## config.mk

```make
export PLATFORM = sky130hd
export DESIGN_NAME = shared_array_multi_stack_core
export DESIGN_NICKNAME = d
export VERILOG_FILES = /design/src/rtl/sams_pkg.sv /design/src/rtl/sams_ram.sv /design/src/rtl/sams_cfg.sv /design/src/rtl/shared_array_multi_stack_core.sv
export SDC_FILE = /design/constraint.sdc
export NUM_CORES = 2
export LEC_CHECK = 0
export BUFFER_PORTS_ARGS = -buffer_cell sky130_fd_sc_hd__buf_4
export CORE_MARGIN = 10
export CORE_UTILIZATION = 39
export DETAILED_ROUTE_END_ITERATION = 16
export PLACE_DENSITY_LB_ADDON = 0.25
export REMOVE_ABC_BUFFERS = 1
export SYNTH_ARGS = -nofsm -noshare
export SYNTH_HDL_FRONTEND = slang
export SYNTH_SLANG_ARGS = --single-unit
```

## constraint.sdc

```tcl
create_clock -name i_clk -period 23.3 [get_ports i_clk]
set_input_delay 2.33 -clock i_clk [delete_from_list [all_inputs] [get_ports i_clk]]
set_output_delay 2.33 -clock i_clk [all_outputs]
set_load 0.02 [all_outputs]
```

## src/rtl/sams_pkg.sv

```systemverilog
// shared types, constants and layout function for the shared-array multi-stack
`default_nettype none

package sams_pkg;

    localparam int DEPTH      = 64;
    localparam int MAX_STACKS = 4;

    localparam int WORD_W     = 32;
    localparam int AW         = $clog2(DEPTH);
    localparam int PW         = $clog2(DEPTH + 1);
    localparam int SID_W      = 2;
    localparam int K_W        = 3;
    localparam int BIW        = $clog2(MAX_STACKS + 2);
    localparam int KIND_W     = 2;
    localparam int STATUS_W   = 2;
    localparam int CFG_IDX_W  = 2;
    localparam int CFG_DATA_W = 7;
    localparam int NRW        = (CFG_DATA_W > PW) ? CFG_DATA_W : PW;

    localparam logic [PW-1:0]  ARRAY_SIZE_RST  = PW'(64);
    localparam logic [K_W-1:0] STACK_COUNT_RST = K_W'(4);

    // reciprocal of three, 17 fractional bits
    localparam logic [16:0] THIRD_RECIP = 17'd43691;

    localparam logic [KIND_W-1:0] KIND_PUSH = 2'd0;
    localparam logic [KIND_W-1:0] KIND_POP  = 2'd1;
    localparam logic [KIND_W-1:0] KIND_PEEK = 2'd2;

    localparam logic [STATUS_W-1:0] ST_OK        = 2'd0;
    localparam logic [STATUS_W-1:0] ST_OVERFLOW  = 2'd1;
    localparam logic [STATUS_W-1:0] ST_UNDERFLOW = 2'd2;

    localparam logic [CFG_IDX_W-1:0] CFG_ARRAY_SIZE  = 2'd0;
    localparam logic [CFG_IDX_W-1:0] CFG_STACK_COUNT = 2'd1;

    typedef enum logic [1:0] {
        S_IDLE,
        S_SHIFT,
        S_WRITE,
        S_READ
    } t_state;

    typedef enum logic [1:0] {
        M_PLAIN,
        M_UP,
        M_DOWN
    } t_mode;

    // pointers held as position plus one, so an empty first stack sits at zero
    typedef logic [MAX_STACKS+1:0][PW-1:0] t_ptrs;

    typedef struct packed {
        logic           load;
        logic [K_W-1:0] count;
        t_ptrs          ptr;
    } t_layout;

    function automatic t_ptrs layout_ptrs(input logic [PW-1:0] n, input logic [K_W-1:0] k);
        logic [PW+16:0] prod;
        logic [PW-1:0]  slice;
        t_ptrs          ptrs;
        prod = (PW+17)'(n) * (PW+17)'(THIRD_RECIP);
        case (k)
            K_W'(2):  slice = n >> 1;
            K_W'(3):  slice = prod[PW+16:17];
            K_W'(4):  slice = n >> 2;
            default:  slice = n;
        endcase
        for (int s = 0; s < MAX_STACKS + 2; s++) begin
            ptrs[s] = (s < int'(k)) ? PW'(slice * s) : n;
        end
        return ptrs;
    endfunction

    // empty layout after reset
    localparam t_ptrs RST_PTRS = layout_ptrs(ARRAY_SIZE_RST, STACK_COUNT_RST);

endpackage

`default_nettype wire

```

## src/rtl/sams_ram.sv

```systemverilog
// generic simple dual-port ram with registered read
`default_nettype none

module sams_ram #(
    parameter int WIDTH = 32,
    parameter int DEPTH = 64
) (
    input  wire logic                     i_clk,
    input  wire logic                     i_we,
    input  wire logic [$clog2(DEPTH)-1:0] i_waddr,
    input  wire logic [WIDTH-1:0]         i_wdata,
    input  wire logic [$clog2(DEPTH)-1:0] i_raddr,
    output logic      [WIDTH-1:0]         o_rdata
);

    logic [WIDTH-1:0] r_mem [DEPTH];
    logic [WIDTH-1:0] r_rdata;

    always_ff @(posedge i_clk) begin
        if (i_we) begin
            r_mem[i_waddr] <= i_wdata;
        end
        r_rdata <= r_mem[i_raddr];
    end

    assign o_rdata = r_rdata;

endmodule

`default_nettype wire

```

## src/rtl/sams_cfg.sv

```systemverilog
// configuration registers with clamping and the empty stack layout they imply
`default_nettype none

module sams_cfg (
    input  wire logic                           i_clk,
    input  wire logic                           i_rst_n,
    input  wire logic                           i_wr,
    input  wire logic [sams_pkg::CFG_IDX_W-1:0]  i_index,
    input  wire logic [sams_pkg::CFG_DATA_W-1:0] i_data,
    output sams_pkg::t_layout                   o_layout
);

    logic [sams_pkg::PW-1:0]  r_array_size, n_array_size;
    logic [sams_pkg::K_W-1:0] r_stack_count, n_stack_count;
    logic [sams_pkg::K_W-1:0] raw_k;
    logic [sams_pkg::NRW-1:0] raw_n;
    logic [sams_pkg::NRW-1:0] clamp_n;
    logic                     hit;

    always_comb begin
        hit   = i_wr && ((i_index == sams_pkg::CFG_ARRAY_SIZE) ||
                         (i_index == sams_pkg::CFG_STACK_COUNT));
        raw_k = (i_index == sams_pkg::CFG_STACK_COUNT) ?
                sams_pkg::K_W'(i_data[2:0]) : r_stack_count;
        raw_n = (i_index == sams_pkg::CFG_ARRAY_SIZE) ?
                sams_pkg::NRW'(i_data) : sams_pkg::NRW'(r_array_size);

        if (raw_k == '0) begin
            n_stack_count = sams_pkg::K_W'(1);
        end else if (raw_k > sams_pkg::K_W'(sams_pkg::MAX_STACKS)) begin
            n_stack_count = sams_pkg::K_W'(sams_pkg::MAX_STACKS);
        end else begin
            n_stack_count = raw_k;
        end

        if (raw_n < sams_pkg::NRW'(n_stack_count)) begin
            clamp_n = sams_pkg::NRW'(n_stack_count);
        end else if (raw_n > sams_pkg::NRW'(sams_pkg::DEPTH)) begin
            clamp_n = sams_pkg::NRW'(sams_pkg::DEPTH);
        end else begin
            clamp_n = raw_n;
        end
        n_array_size = sams_pkg::PW'(clamp_n);
    end

    always_ff @(posedge i_clk) begin
        if (!i_rst_n) begin
            r_array_size  <= sams_pkg::ARRAY_SIZE_RST;
            r_stack_count <= sams_pkg::STACK_COUNT_RST;
        end else if (hit) begin
            r_array_size  <= n_array_size;
            r_stack_count <= n_stack_count;
        end
    end

    always_comb begin
        o_layout.load  = hit;
        o_layout.count = r_stack_count;
        o_layout.ptr   = sams_pkg::layout_ptrs(n_array_size, n_stack_count);
    end

endmodule

`default_nettype wire

```

## src/rtl/shared_array_multi_stack_core.sv

```systemverilog
// top level: several stacks in one word ram, with neighbour borrowing on push
//
// usage
//   input: raise start with i_kind, i_stack_id and i_value; the command is taken
//   at a clock edge where start is high and busy is low. kind push, pop, peek.
//   result: o_done is high for exactly one cycle with o_status and o_read_value;
//   the receiver cannot stall, so a result is never held back.
//   config: i_cfg_valid/o_cfg_ready with i_cfg_index and i_cfg_data, taken only
//   while busy is low; any write of array_size or stack_count rebuilds the empty
//   layout, words in the ram are kept.
// timing
//   rejected commands and kind 3: result registered in the cycle after acceptance, no busy.
//   plain push, pop, peek: the write or read state follows acceptance, and the
//   result is registered from it. borrowing push: the next stack's words, or
//   its own words when only the previous stack has room, move one per cycle
//   through the single ram read/write port pair, then the new word is written.
// reset
//   synchronous active-low reset gives array_size 64, stack_count 4, all stacks
//   empty; ram words are not cleared and their contents are never used before being written.
`default_nettype none

module shared_array_multi_stack_core (
    input  wire logic                                  i_clk,
    input  wire logic                                  i_rst_n,
    input  wire logic                                  start,
    output logic                                       busy,
    input  wire logic        [sams_pkg::KIND_W-1:0]    i_kind,
    input  wire logic        [sams_pkg::SID_W-1:0]     i_stack_id,
    input  wire logic signed [sams_pkg::WORD_W-1:0]    i_value,
    output logic                                       o_done,
    output logic             [sams_pkg::STATUS_W-1:0]  o_status,
    output logic signed      [sams_pkg::WORD_W-1:0]    o_read_value,
    input  wire logic                                  i_cfg_valid,
    output logic                                       o_cfg_ready,
    input  wire logic        [sams_pkg::CFG_IDX_W-1:0]  i_cfg_index,
    input  wire logic        [sams_pkg::CFG_DATA_W-1:0] i_cfg_data
);

    sams_pkg::t_layout w_layout;

    logic [sams_pkg::PW-1:0] r_top  [sams_pkg::MAX_STACKS];
    logic [sams_pkg::PW-1:0] r_base [sams_pkg::MAX_STACKS+2];

    sams_pkg::t_state r_state, n_state;
    sams_pkg::t_mode  r_mode, n_mode;
    logic                              r_pop, n_pop;
    logic [sams_pkg::SID_W-1:0]        r_sid, n_sid;
    logic [sams_pkg::WORD_W-1:0]       r_value, n_value;
    logic [sams_pkg::AW-1:0]           r_ra, n_ra;
    logic [sams_pkg::AW-1:0]           r_pa, n_pa;
    logic [sams_pkg::AW-1:0]           r_wa, n_wa;
    logic [sams_pkg::PW-1:0]           r_cnt, n_cnt;
    logic                              r_pend, n_pend;
    logic                              r_done, n_done;
    logic [sams_pkg::STATUS_W-1:0]     r_status, n_status;
    logic [sams_pkg::WORD_W-1:0]       r_read_value, n_read_value;

    logic                              w_we;
    logic [sams_pkg::AW-1:0]           w_waddr, w_raddr;
    logic [sams_pkg::WORD_W-1:0]       w_wdata, w_rdata;

    logic                              w_accept, w_in_range, w_last, w_first;
    logic                              w_room_self, w_room_next, w_room_prev, w_pop_ok;
    logic [sams_pkg::PW-1:0]           cur_top, cur_b0, cur_b1, nxt_top, nxt_b2, prv_top;

    sams_cfg u_cfg (
        .i_clk    (i_clk),
        .i_rst_n  (i_rst_n),
        .i_wr     (i_cfg_valid && o_cfg_ready),
        .i_index  (i_cfg_index),
        .i_data   (i_cfg_data),
        .o_layout (w_layout)
    );

    sams_ram #(
        .WIDTH (sams_pkg::WORD_W),
        .DEPTH (sams_pkg::DEPTH)
    ) u_ram (
        .i_clk   (i_clk),
        .i_we    (w_we),
        .i_waddr (w_waddr),
        .i_wdata (w_wdata),
        .i_raddr (w_raddr),
        .o_rdata (w_rdata)
    );

    assign busy        = (r_state != sams_pkg::S_IDLE);
    assign o_cfg_ready = (r_state == sams_pkg::S_IDLE);
    assign w_accept    = start && !busy;

    // pointer lookups for the requested stack and its neighbours
    always_comb begin
        cur_top     = r_top[i_stack_id];
        cur_b0      = r_base[sams_pkg::BIW'(i_stack_id)];
        cur_b1      = r_base[sams_pkg::BIW'(i_stack_id) + sams_pkg::BIW'(1)];
        nxt_top     = r_top[i_stack_id + sams_pkg::SID_W'(1)];
        nxt_b2      = r_base[sams_pkg::BIW'(i_stack_id) + sams_pkg::BIW'(2)];
        prv_top     = r_top[i_stack_id - sams_pkg::SID_W'(1)];
        w_in_range  = sams_pkg::K_W'(i_stack_id) < w_layout.count;
        w_last      = (sams_pkg::K_W'(i_stack_id) + sams_pkg::K_W'(1)) == w_layout.count;
        w_first     = (i_stack_id == '0);
        w_room_self = (cur_top != cur_b1);
        w_room_next = !w_last && (nxt_top != nxt_b2);
        w_room_prev = !w_first && (prv_top != cur_b0);
        w_pop_ok    = w_in_range && (cur_top != cur_b0);
    end

    // next state
    always_comb begin
        n_state = r_state;
        unique case (r_state)
            sams_pkg::S_IDLE: begin
                if (w_accept) begin
                    unique case (i_kind) inside
                        sams_pkg::KIND_PUSH: begin
                            if (w_in_range && w_room_self) begin
                                n_state = sams_pkg::S_WRITE;
                            end else if (w_in_range && (w_room_next || w_room_prev)) begin
                                n_state = sams_pkg::S_SHIFT;
                            end
                        end
                        sams_pkg::KIND_POP, sams_pkg::KIND_PEEK: begin
                            if (w_pop_ok) begin
                                n_state = sams_pkg::S_READ;
                            end
                        end
                        default: n_state = sams_pkg::S_IDLE;
                    endcase
                end
            end
            sams_pkg::S_SHIFT: begin
                if (r_cnt == '0) begin
                    n_state = sams_pkg::S_WRITE;
                end
            end
            sams_pkg::S_WRITE: n_state = sams_pkg::S_IDLE;
            sams_pkg::S_READ:  n_state = sams_pkg::S_IDLE;
            default:           n_state = sams_pkg::S_IDLE;
        endcase
    end

    // datapath, ram port and result outputs
    always_comb begin
        n_mode       = r_mode;
        n_pop        = r_pop;
        n_sid        = r_sid;
        n_value      = r_value;
        n_ra         = r_ra;
        n_pa         = r_pa;
        n_wa         = r_wa;
        n_cnt        = r_cnt;
        n_pend       = 1'b0;
        n_done       = 1'b0;
        n_status     = r_status;
        n_read_value = r_read_value;
        w_we         = 1'b0;
        w_waddr      = r_wa;
        w_wdata      = r_value;
        w_raddr      = r_ra;

        unique case (r_state)
            sams_pkg::S_IDLE: begin
                // top word of the requested stack, used by pop and peek
                w_raddr = sams_pkg::AW'(cur_top - sams_pkg::PW'(1));
                if (w_accept) begin
                    n_sid   = i_stack_id;
                    n_value = i_value;
                    n_pop   = (i_kind == sams_pkg::KIND_POP);
                    unique case (i_kind) inside
                        sams_pkg::KIND_PUSH: begin
                            if (w_in_range && w_room_self) begin
                                n_mode = sams_pkg::M_PLAIN;
                                n_wa   = sams_pkg::AW'(cur_top);
                            end else if (w_in_range && w_room_next) begin
                                // move the next stack up one word, top first
                                n_mode = sams_pkg::M_UP;
                                n_ra   = sams_pkg::AW'(nxt_top - sams_pkg::PW'(1));
                                n_cnt  = nxt_top - cur_b1;
                                n_wa   = sams_pkg::AW'(cur_top);
                            end else if (w_in_range && w_room_prev) begin
                                // move own words down one, bottom first
                                n_mode = sams_pkg::M_DOWN;
                                n_ra   = sams_pkg::AW'(cur_b0);
                                n_cnt  = cur_top - cur_b0;
                                n_wa   = sams_pkg::AW'(cur_top - sams_pkg::PW'(1));
                            end else begin
                                n_done       = 1'b1;
                                n_status     = sams_pkg::ST_OVERFLOW;
                                n_read_value = '0;
                            end
                        end
                        sams_pkg::KIND_POP, sams_pkg::KIND_PEEK: begin
                            if (!w_pop_ok) begin
                                n_done       = 1'b1;
                                n_status     = sams_pkg::ST_UNDERFLOW;
                                n_read_value = '0;
                            end
                        end
                        default: begin
                            n_done       = 1'b1;
                            n_status     = sams_pkg::ST_OK;
                            n_read_value = '0;
                        end
                    endcase
                end
            end
            sams_pkg::S_SHIFT: begin
                if (r_cnt != '0) begin
                    n_ra   = (r_mode == sams_pkg::M_UP) ?
                             r_ra - sams_pkg::AW'(1) : r_ra + sams_pkg::AW'(1);
                    n_cnt  = r_cnt - sams_pkg::PW'(1);
                    n_pend = 1'b1;
                    n_pa   = r_ra;
                end
                // write back the word read in the previous cycle
                w_we    = r_pend;
                w_waddr = (r_mode == sams_pkg::M_UP) ?
                          r_pa + sams_pkg::AW'(1) : r_pa - sams_pkg::AW'(1);
                w_wdata = w_rdata;
            end
            sams_pkg::S_WRITE: begin
                w_we         = 1'b1;
                w_waddr      = r_wa;
                w_wdata      = r_value;
                n_done       = 1'b1;
                n_status     = sams_pkg::ST_OK;
                n_read_value = '0;
            end
            sams_pkg::S_READ: begin
                n_done       = 1'b1;
                n_status     = sams_pkg::ST_OK;
                n_read_value = w_rdata;
            end
            default: begin
                n_done = 1'b0;
            end
        endcase
    end

    always_ff @(posedge i_clk) begin
        if (!i_rst_n) begin
            r_state <= sams_pkg::S_IDLE;
            r_pend  <= 1'b0;
            r_done  <= 1'b0;
        end else begin
            r_state <= n_state;
            r_pend  <= n_pend;
            r_done  <= n_done;
        end
    end

    always_ff @(posedge i_clk) begin
        r_mode       <= n_mode;
        r_pop        <= n_pop;
        r_sid        <= n_sid;
        r_value      <= n_value;
        r_ra         <= n_ra;
        r_pa         <= n_pa;
        r_wa         <= n_wa;
        r_cnt        <= n_cnt;
        r_status     <= n_status;
        r_read_value <= n_read_value;
    end

    // stack pointer file
    always_ff @(posedge i_clk) begin
        if (!i_rst_n) begin
            for (int s = 0; s < sams_pkg::MAX_STACKS; s++) begin
                r_top[s] <= sams_pkg::RST_PTRS[s];
            end
            for (int s = 0; s < sams_pkg::MAX_STACKS + 2; s++) begin
                r_base[s] <= sams_pkg::RST_PTRS[s];
            end
        end else if (w_layout.load) begin
            for (int s = 0; s < sams_pkg::MAX_STACKS; s++) begin
                r_top[s] <= w_layout.ptr[s];
            end
            for (int s = 0; s < sams_pkg::MAX_STACKS + 2; s++) begin
                r_base[s] <= w_layout.ptr[s];
            end
        end else begin
            case (r_state)
                sams_pkg::S_WRITE: begin
                    case (r_mode)
                        sams_pkg::M_PLAIN: begin
                            r_top[r_sid] <= r_top[r_sid] + sams_pkg::PW'(1);
                        end
                        sams_pkg::M_UP: begin
                            r_top[r_sid] <= r_top[r_sid] + sams_pkg::PW'(1);
                            r_top[r_sid + sams_pkg::SID_W'(1)] <=
                                r_top[r_sid + sams_pkg::SID_W'(1)] + sams_pkg::PW'(1);
                            r_base[sams_pkg::BIW'(r_sid) + sams_pkg::BIW'(1)] <=
                                r_base[sams_pkg::BIW'(r_sid) + sams_pkg::BIW'(1)] +
                                sams_pkg::PW'(1);
                        end
                        sams_pkg::M_DOWN: begin
                            r_base[sams_pkg::BIW'(r_sid)] <=
                                r_base[sams_pkg::BIW'(r_sid)] - sams_pkg::PW'(1);
                        end
                        default: begin
                            r_top[r_sid] <= r_top[r_sid];
                        end
                    endcase
                end
                sams_pkg::S_READ: begin
                    if (r_pop) begin
                        r_top[r_sid] <= r_top[r_sid] - sams_pkg::PW'(1);
                    end
                end
                default: begin
                    r_top[r_sid] <= r_top[r_sid];
                end
            endcase
        end
    end

    assign o_done       = r_done;
    assign o_status     = r_status;
    assign o_read_value = r_read_value;

`ifndef SYNTHESIS
    // pop and peek read the ram while idle, so no write may land then
    a_no_write_idle: assert property (@(posedge i_clk) disable iff (!i_rst_n)
        (r_state == sams_pkg::S_IDLE) |-> !w_we)
        else $error("ram written while idle");

    // a pending write-back always follows a read issued in the shift loop
    a_pend_from_shift: assert property (@(posedge i_clk) disable iff (!i_rst_n)
        (r_state == sams_pkg::S_SHIFT && r_pend) |->
        $past(r_state == sams_pkg::S_SHIFT && r_cnt != '0))
        else $error("shift write-back without a matching read");

    // a result only follows a transaction or work in progress
    a_done_has_cause: assert property (@(posedge i_clk) disable iff (!i_rst_n)
        o_done |-> $past(busy || start))
        else $error("result strobe without a transaction");

    // first stack stays between its base and the next base
    a_stack0_order: assert property (@(posedge i_clk) disable iff (!i_rst_n)
        !busy |-> (r_base[0] <= r_top[0]) && (r_top[0] <= r_base[1]))
        else $error("stack 0 pointers out of order");
`endif

endmodule

`default_nettype wire

```

## Yosys cells after proc, flatten, opt, wreduce, memory -nomap -nowiden

Memory sizes are Yosys's and may differ from the RTL's. A register that Yosys moved wholly into a read port is not among the register bits.
Index checks and enable logic that the tools add are counted.

- Register bits: 110
- Bits in writable memories: 2118
- Output and inout bits: 37
- Logic and storage cells: 268
- Memories: 3

- Add/sub/neg operators: 20
- Multipliers: 3
- Magnitude comparators: 10
- Equality and inequality tests: 28
- Multiplexer cells: 130
- Bitwise logic cells: 14
- Reduce and logical (&&, ||, !) cells: 44

Memory list:

| memory | words | width | read ports | clocked after memory_dff | wr ports | line | text |
|---|---|---|---|---|---|---|---|
| u_ram.r_mem | 64 | 32 | 1 | 1 | 1 | sams_ram.sv:16 | `logic [WIDTH-1:0] r_mem [DEPTH];` |
| r_base | 6 | 7 | 5 | 1 | 6 | shared_array_multi_stack_core.sv:42 | `logic [sams_pkg::PW-1:0] r_base [sams_pkg::MAX_STACKS+2];` |
| r_top | 4 | 7 | 5 | 1 | 4 | shared_array_multi_stack_core.sv:41 | `logic [sams_pkg::PW-1:0] r_top [sams_pkg::MAX_STACKS];` |

Operators by type and width:

| operator | count |
|---|---|
| $mux 7 | 33 |
| $mux 32 | 6 |
| $pmux 32 s3 | 1 |
| $mux 6 | 13 |
| $pmux 32 s2 | 1 |
| $mux 1 | 46 |
| $mux 2 | 14 |
| $ne 7x7->1 | 4 |
| $reduce_or 7->1 | 4 |
| $sub 6x1->6 const B | 4 |
| $mul 7x16->23 const B | 1 |
| $add 7x1->7 const B | 3 |
| $pmux 7 s3 | 1 |
| $sub 7x1->7 const B | 3 |
| $mux 3 | 6 |
| $reduce_and 6->1 | 3 |
| $ne 3x3->1 const B | 5 |
| $or 1x1->1 | 14 |
| $pmux 7 s2 | 1 |
| $sub 7x7->7 | 2 |
| $add 6x1->6 const B | 2 |
| $pmux 2 s2 | 3 |
| $pmux 6 s2 | 1 |
| $logic_and 1x1->1 | 10 |
| 36 further kinds | 68 |

## Logic depth before layout (Yosys ltp)

- Word-level depth: 12
- Gate-level depth with buffers: 35
- Mapped depth without buffers: 34

## Hierarchy

From an unflattened synthesis, not the netlist that was laid out.

- Cell total of the unflattened synthesis: 4887
- Area total of the unflattened synthesis: 94100.2 um^2

By module, submodules not included:

| module | instances | cells each | area each (um^2) | sequential area each (um^2) |
|---|---|---|---|---|
| sams_ram | 1 | 3511 | 79039.6 | 62139.6 |
| shared_array_multi_stack_core | 1 | 1022 | 12328.1 | 5525.3 |
| sams_cfg | 1 | 354 | 2732.6 | 200.2 |

## Least setup slack after synthesis

No wires, ideal clock.

- Path type: input port to flip-flop
- From: input i_cfg_index[1] (netlist name)
- To: memory r_top[3][4] (netlist name) (data pin)
- Setup time: 271 ps
- Data arrival time: 9389 ps
- Slack: 13640 ps
- Stages: 34
- Path buffers: 2
- Cell sequence: and2b_1 > nand2_1 > o21ai_2 > inv_2 > clkbuf_1 > ha_1 > or4_1 > a2bb2oi_1 > a21oi_1 > o211ai_1 > and3_1 > buf_6 > ha_1 > inv_1 > fa_1 > fa_1 > inv_1 > fa_1 > ha_1 > nand3_1 > nor2_1 > o2111a_2 > a31oi_1 > o21ai_0 > xnor2_1 > a222oi_1 > nand2_1 > ha_1 > a21o_1 > a21oi_1 > xnor2_1 > or4_1 > o311ai_1 > o22ai_2

RTL lines:

| item | line | text |
|---|---|---|
| start: declaration | shared_array_multi_stack_core.sv:35 | `input wire logic [sams_pkg::CFG_IDX_W-1:0] i_cfg_index,` |
| end: declaration | shared_array_multi_stack_core.sv:41 |  |

==> impl_metrics.csv <==
group,metric,value,unit
status,status,"completed",
power,p_sw_share,30.5,%
power,p_int,7.98,mW
final_layout,areaGrowthSynthToFinish,13.3,%
yosys,synth_top_family_by_area,"multiplexers",
cts,cts_buffer_depth,3,
grt,track_usage,17.7,%
setup_path,cp-end-kind,"register",
min_path,hp-class,"reg -> reg",
place,port_buffers,85,
floorplanning,core-area,240000,um^2
timing,fin_crit,10.17,ns
yosys,synth_ff_type,"edfxtp_1",
setup_path,r2r-end,"r_top[3][4]$_DFFE_PP_",
place,dp_slack,12.30,ns
timing,clock-skew-final,0.0491,ns
floorplanning,die_x,511,um
cts,worstSkewPairLatency,0.89,ns
drt,firstDrtPassIters,5,
power,sequentialPowerShare,42.4,%
grt,grt_overflow,0,
cts,post_cts_buffers,0,
setup_path,worst-path-max-fanout,12,
timing,worst_slack,13.13,ns
power,leakagePower,34.2,nW
final_layout,seqCellArea,67900,um^2
final_layout,drive_gt1_share,24.9,%
timing,min_period_over_period,43.6,%
drt,ant_nets,0,
setup_path,reg2reg_depth,31,
setup_path,cp.arrival,10.75,ns
yosys,synth-simple-area-share,3.04,%
cts,cts-resized-gates,0,
drt,vias_per_cell,5.67,
setup_path,cpPeakStageDelay,0.77,ns
yosys,async_flop_share,0,%
timing,slew_headroom,12.3,%
setup_path,r2r_slack,14.27,ns
min_path,hp-start,"u_cfg.r_array_size[1]$_SDFFE_PN0P_",
yosys,yosysSeqAreaShare,72.1,%
yosys,synth_cell_types,87,
cts,cts_tree,"yes",
setup_path,crit_required,23.88,ns
floorplanning,die_h,511,um
final_layout,multiInputGateArea,25300,um^2
yosys,synth-edff-count,2228,
grt,grt_pass1_wl,345000,um
yosys,synth-compound-area-share,4.32,%
yosys,netlist_instances,4832,
setup_path,crit_type,"in -> reg",
yosys,syn_area_per_cell,19.5,um^2
power,power.density,108,nW/um^2
setup_path,r2r-start,"u_cfg.r_stack_count[2]$_SDFFE_PN1P_",
timing,setup_viol,0,
yosys,yosys.area_share.adder,1.58,%
cts,clk_pin_slew_worst_paths,0.07,ns
final_layout,final_cells,8407,
yosys,ys_ff_latch,2276,
place,dp_hpwl,134000,um
cts,clock-sinks,2276,
setup_path,endpoint,"r_top[3][4]$_DFFE_PP_",
grt,first_global_vias,48900,
power,peakVddDrop,113,uV
drt,drtIter0Drc,4890,
setup_path,startpoint,"i_cfg_index[1]",
floorplanning,placementRows,180,
final_layout,final_nets,5181,
timing,maxSlewViolCount,0,
cts,htree_levels,4,
cts,numCtsBuffers,221,
grt,grt_max_degree,131,
yosys,muxShareOfSynthArea,16.5,%
drt,post_drt_wl_per_cell,28.2,um
drt,vias,47600,
timing,rsz0062_at_grt,"false",
timing,fin_setup_tns,0,ns
place,dp.cells,7985,
place,gp_congestion,0.854,
floorplanning,dieArea,261000,um^2
yosys,synthesis.area,94100,um^2
timing,fmax,98.4,MHz
floorplanning,ioPinCount,86,
grt,antenna_found_initial,3,
final_layout,finalCoreUtilization,44.4,%
setup_path,critPathSlowestCell,"nor2_1",
yosys,yosys_warnings,0,
power,p_comb_share,26.4,%
run,max_cap_violations,0,
timing,worstMarginPinSlew,1.32,ns
floorplanning,start_util,39.2,%
drt,wl,237000,um
power,switching_power,3.50,mW
drt,drc,0,
cts,cts-root-buf,"clkbuf_16",
power,pwr-share-clk,31.2,%
setup_path,critPathMostFrequentCell,"ha_1",
yosys,synthXorXnorAreaFrac,0.838,%
timing,hold_viol,0,
setup_path,startpoint_type,"input pin",
final_layout,fillCellCount,20300,
cts,hold_buffers,0,
==> cell usage in the layout (no fill, tap or decap), types with 7 or more instances in the layout <==
cell type   count
and2_1         45
o21ai_0        77
a31oi_1        12
nand2b_1        9
xnor2_1        57
nor3_1         15
nand4_1        11
clkinv_16       7
xor2_1         33
nand2_1       138
nor2_4         65
mux4_2        596
nor2b_1       140
edfxtp_1     2228
clkinv_2       50
ha_1           91
clkbuf_1       36
or3_1          11
a211oi_1      228
nor2_1         91
nand3_1        19
mux2i_1       161
inv_1          94
buf_4         226
o22ai_1        14
mux2_2         38
clkinvlp_4     17
fa_1           16
o211ai_1        8
clkinv_1       50
bufinv_16      21
a21oi_1       190
dfxtp_1        48
clkbuf_16     223
a21o_1         18
==> registers in the layout, summed over array words and instances, names as in the netlist, named ones only <==
name and cells:
o_status 2, r_pop 1, u_ram.o_rdata 32, r_state 2, r_base 56, r_sid 2, r_value 32, o_done 1
o_read_value 32, r_mode 2, u_cfg.r_array_size 7, r_cnt 7, u_ram.r_mem 2048, r_ra 6, r_wa 6, r_pend 1
r_top 28, r_pa 6, u_cfg.r_stack_count 3
==> metrics by stage <==
step / total power, mW / hold slack (ns) / area [um^2]
5_1_grt: 12.0 / 0.475 / 107000
4_1_cts: 11.6 / 0.459 / 107000
6_report: 11.5 / 0.461 / 107000
2_1_floorplan: 8.40 / 0.420 / 93000
3_3_place_gp: 8.00 / 0.439 / 99300
3_5_place_dp: 8.02 / 0.448 / 99300
==> cells by family (layout without fill, tap and decap cells) <==
kind of cell,count (synthesis),count (layout)
compound gates,621,621
xor+xnor,90,90
fa+ha+maj,109,109
buf+inv,361,747
flops,2276,2276
mux,797,797
other cells,2,6
simple gates,576,576
==> area by class of cell <==
| type | instances | share of cell area (%) |
|---|---|---|
| Clock inverter | 154 | 1.43 |
| Sequential cell | 2276 | 63.6 |
| Timing Repair Buffer | 230 | 1.67 |
| Tap cell | 3185 | 3.74 |
| Multi-Input combinational cell | 2196 | 23.7 |
| Inverter | 98 | 0.345 |
| Antenna cell | 3 | 0.00704 |
| Clock buffer | 265 | 5.44 |
==> critical path, delay by kind of cell <==
family | cells | cell delay [ns]
buf+inv | 4 | 0.39
simple gates | 7 | 2.53
compound gates | 11 | 2.23
fa+ha+maj | 7 | 2.69
xor+xnor | 2 | 0.21
mux | 1 | 0.36
==> power groups by stage <==
stage	Sequential [mW]	Clock, mW	Combinational (mW)
2_1_floorplan	4.92	0	3.48
3_3_place_gp	4.95	0	3.04
3_5_place_dp	4.96	0	3.07
4_1_cts	4.87	3.65	3.07
5_1_grt	4.87	3.82	3.26
6_report	4.87	3.58	3.03
==> how the worst min path moves through the flow <==
stage | endpoint | cells after the start
after floorplan | u_cfg.r_array_size[1]$_SDFFE_PN0P_ | 2
after global placement | u_cfg.r_array_size[1]$_SDFFE_PN0P_ | 2
after detailed placement | u_cfg.r_array_size[1]$_SDFFE_PN0P_ | 2
after CTS | u_cfg.r_array_size[1]$_SDFFE_PN0P_ | 2
after global routing | u_cfg.r_array_size[1]$_SDFFE_PN0P_ | 2
final | u_cfg.r_array_size[1]$_SDFFE_PN0P_ | 2
==> Yosys cell counts (all sizes together), types with 9 or more instances <==
library cell / instances / area share, %
and2: 45 / 0.30
buf: 139 / 0.74
o21ai: 81 / 0.43
inv: 97 / 0.39
nor2: 157 / 0.63
mux2i: 163 / 1.8
a31oi: 12 / 0.080
a21oi: 196 / 1.1
mux4: 596 / 14
a21o: 18 / 0.14
nor3: 18 / 0.10
nand3: 20 / 0.12
dfxtp: 48 / 1.0
mux2: 38 / 0.45
nor2b: 140 / 0.93
a211oi: 230 / 1.8
clkbuf: 124 / 0.49
nand4: 11 / 0.073
fa: 16 / 0.34
or3: 11 / 0.073
xor2: 33 / 0.31
nand2: 138 / 0.55
nand2b: 9 / 0.060
ha: 93 / 1.2
o22ai: 15 / 0.11
edfxtp: 2228 / 71
xnor2: 57 / 0.53
==> routing by layer <==
layer	wire length (um)	track usage, %	vias up
met5	0	0	-
met4	6400	5.06	0
met3	13800	2.63	325
met2	116000	29.3	1583
met1	101000	24.6	25500
li1	-	-	20300
No activity file was read; power rests on OpenSTA's default activity.
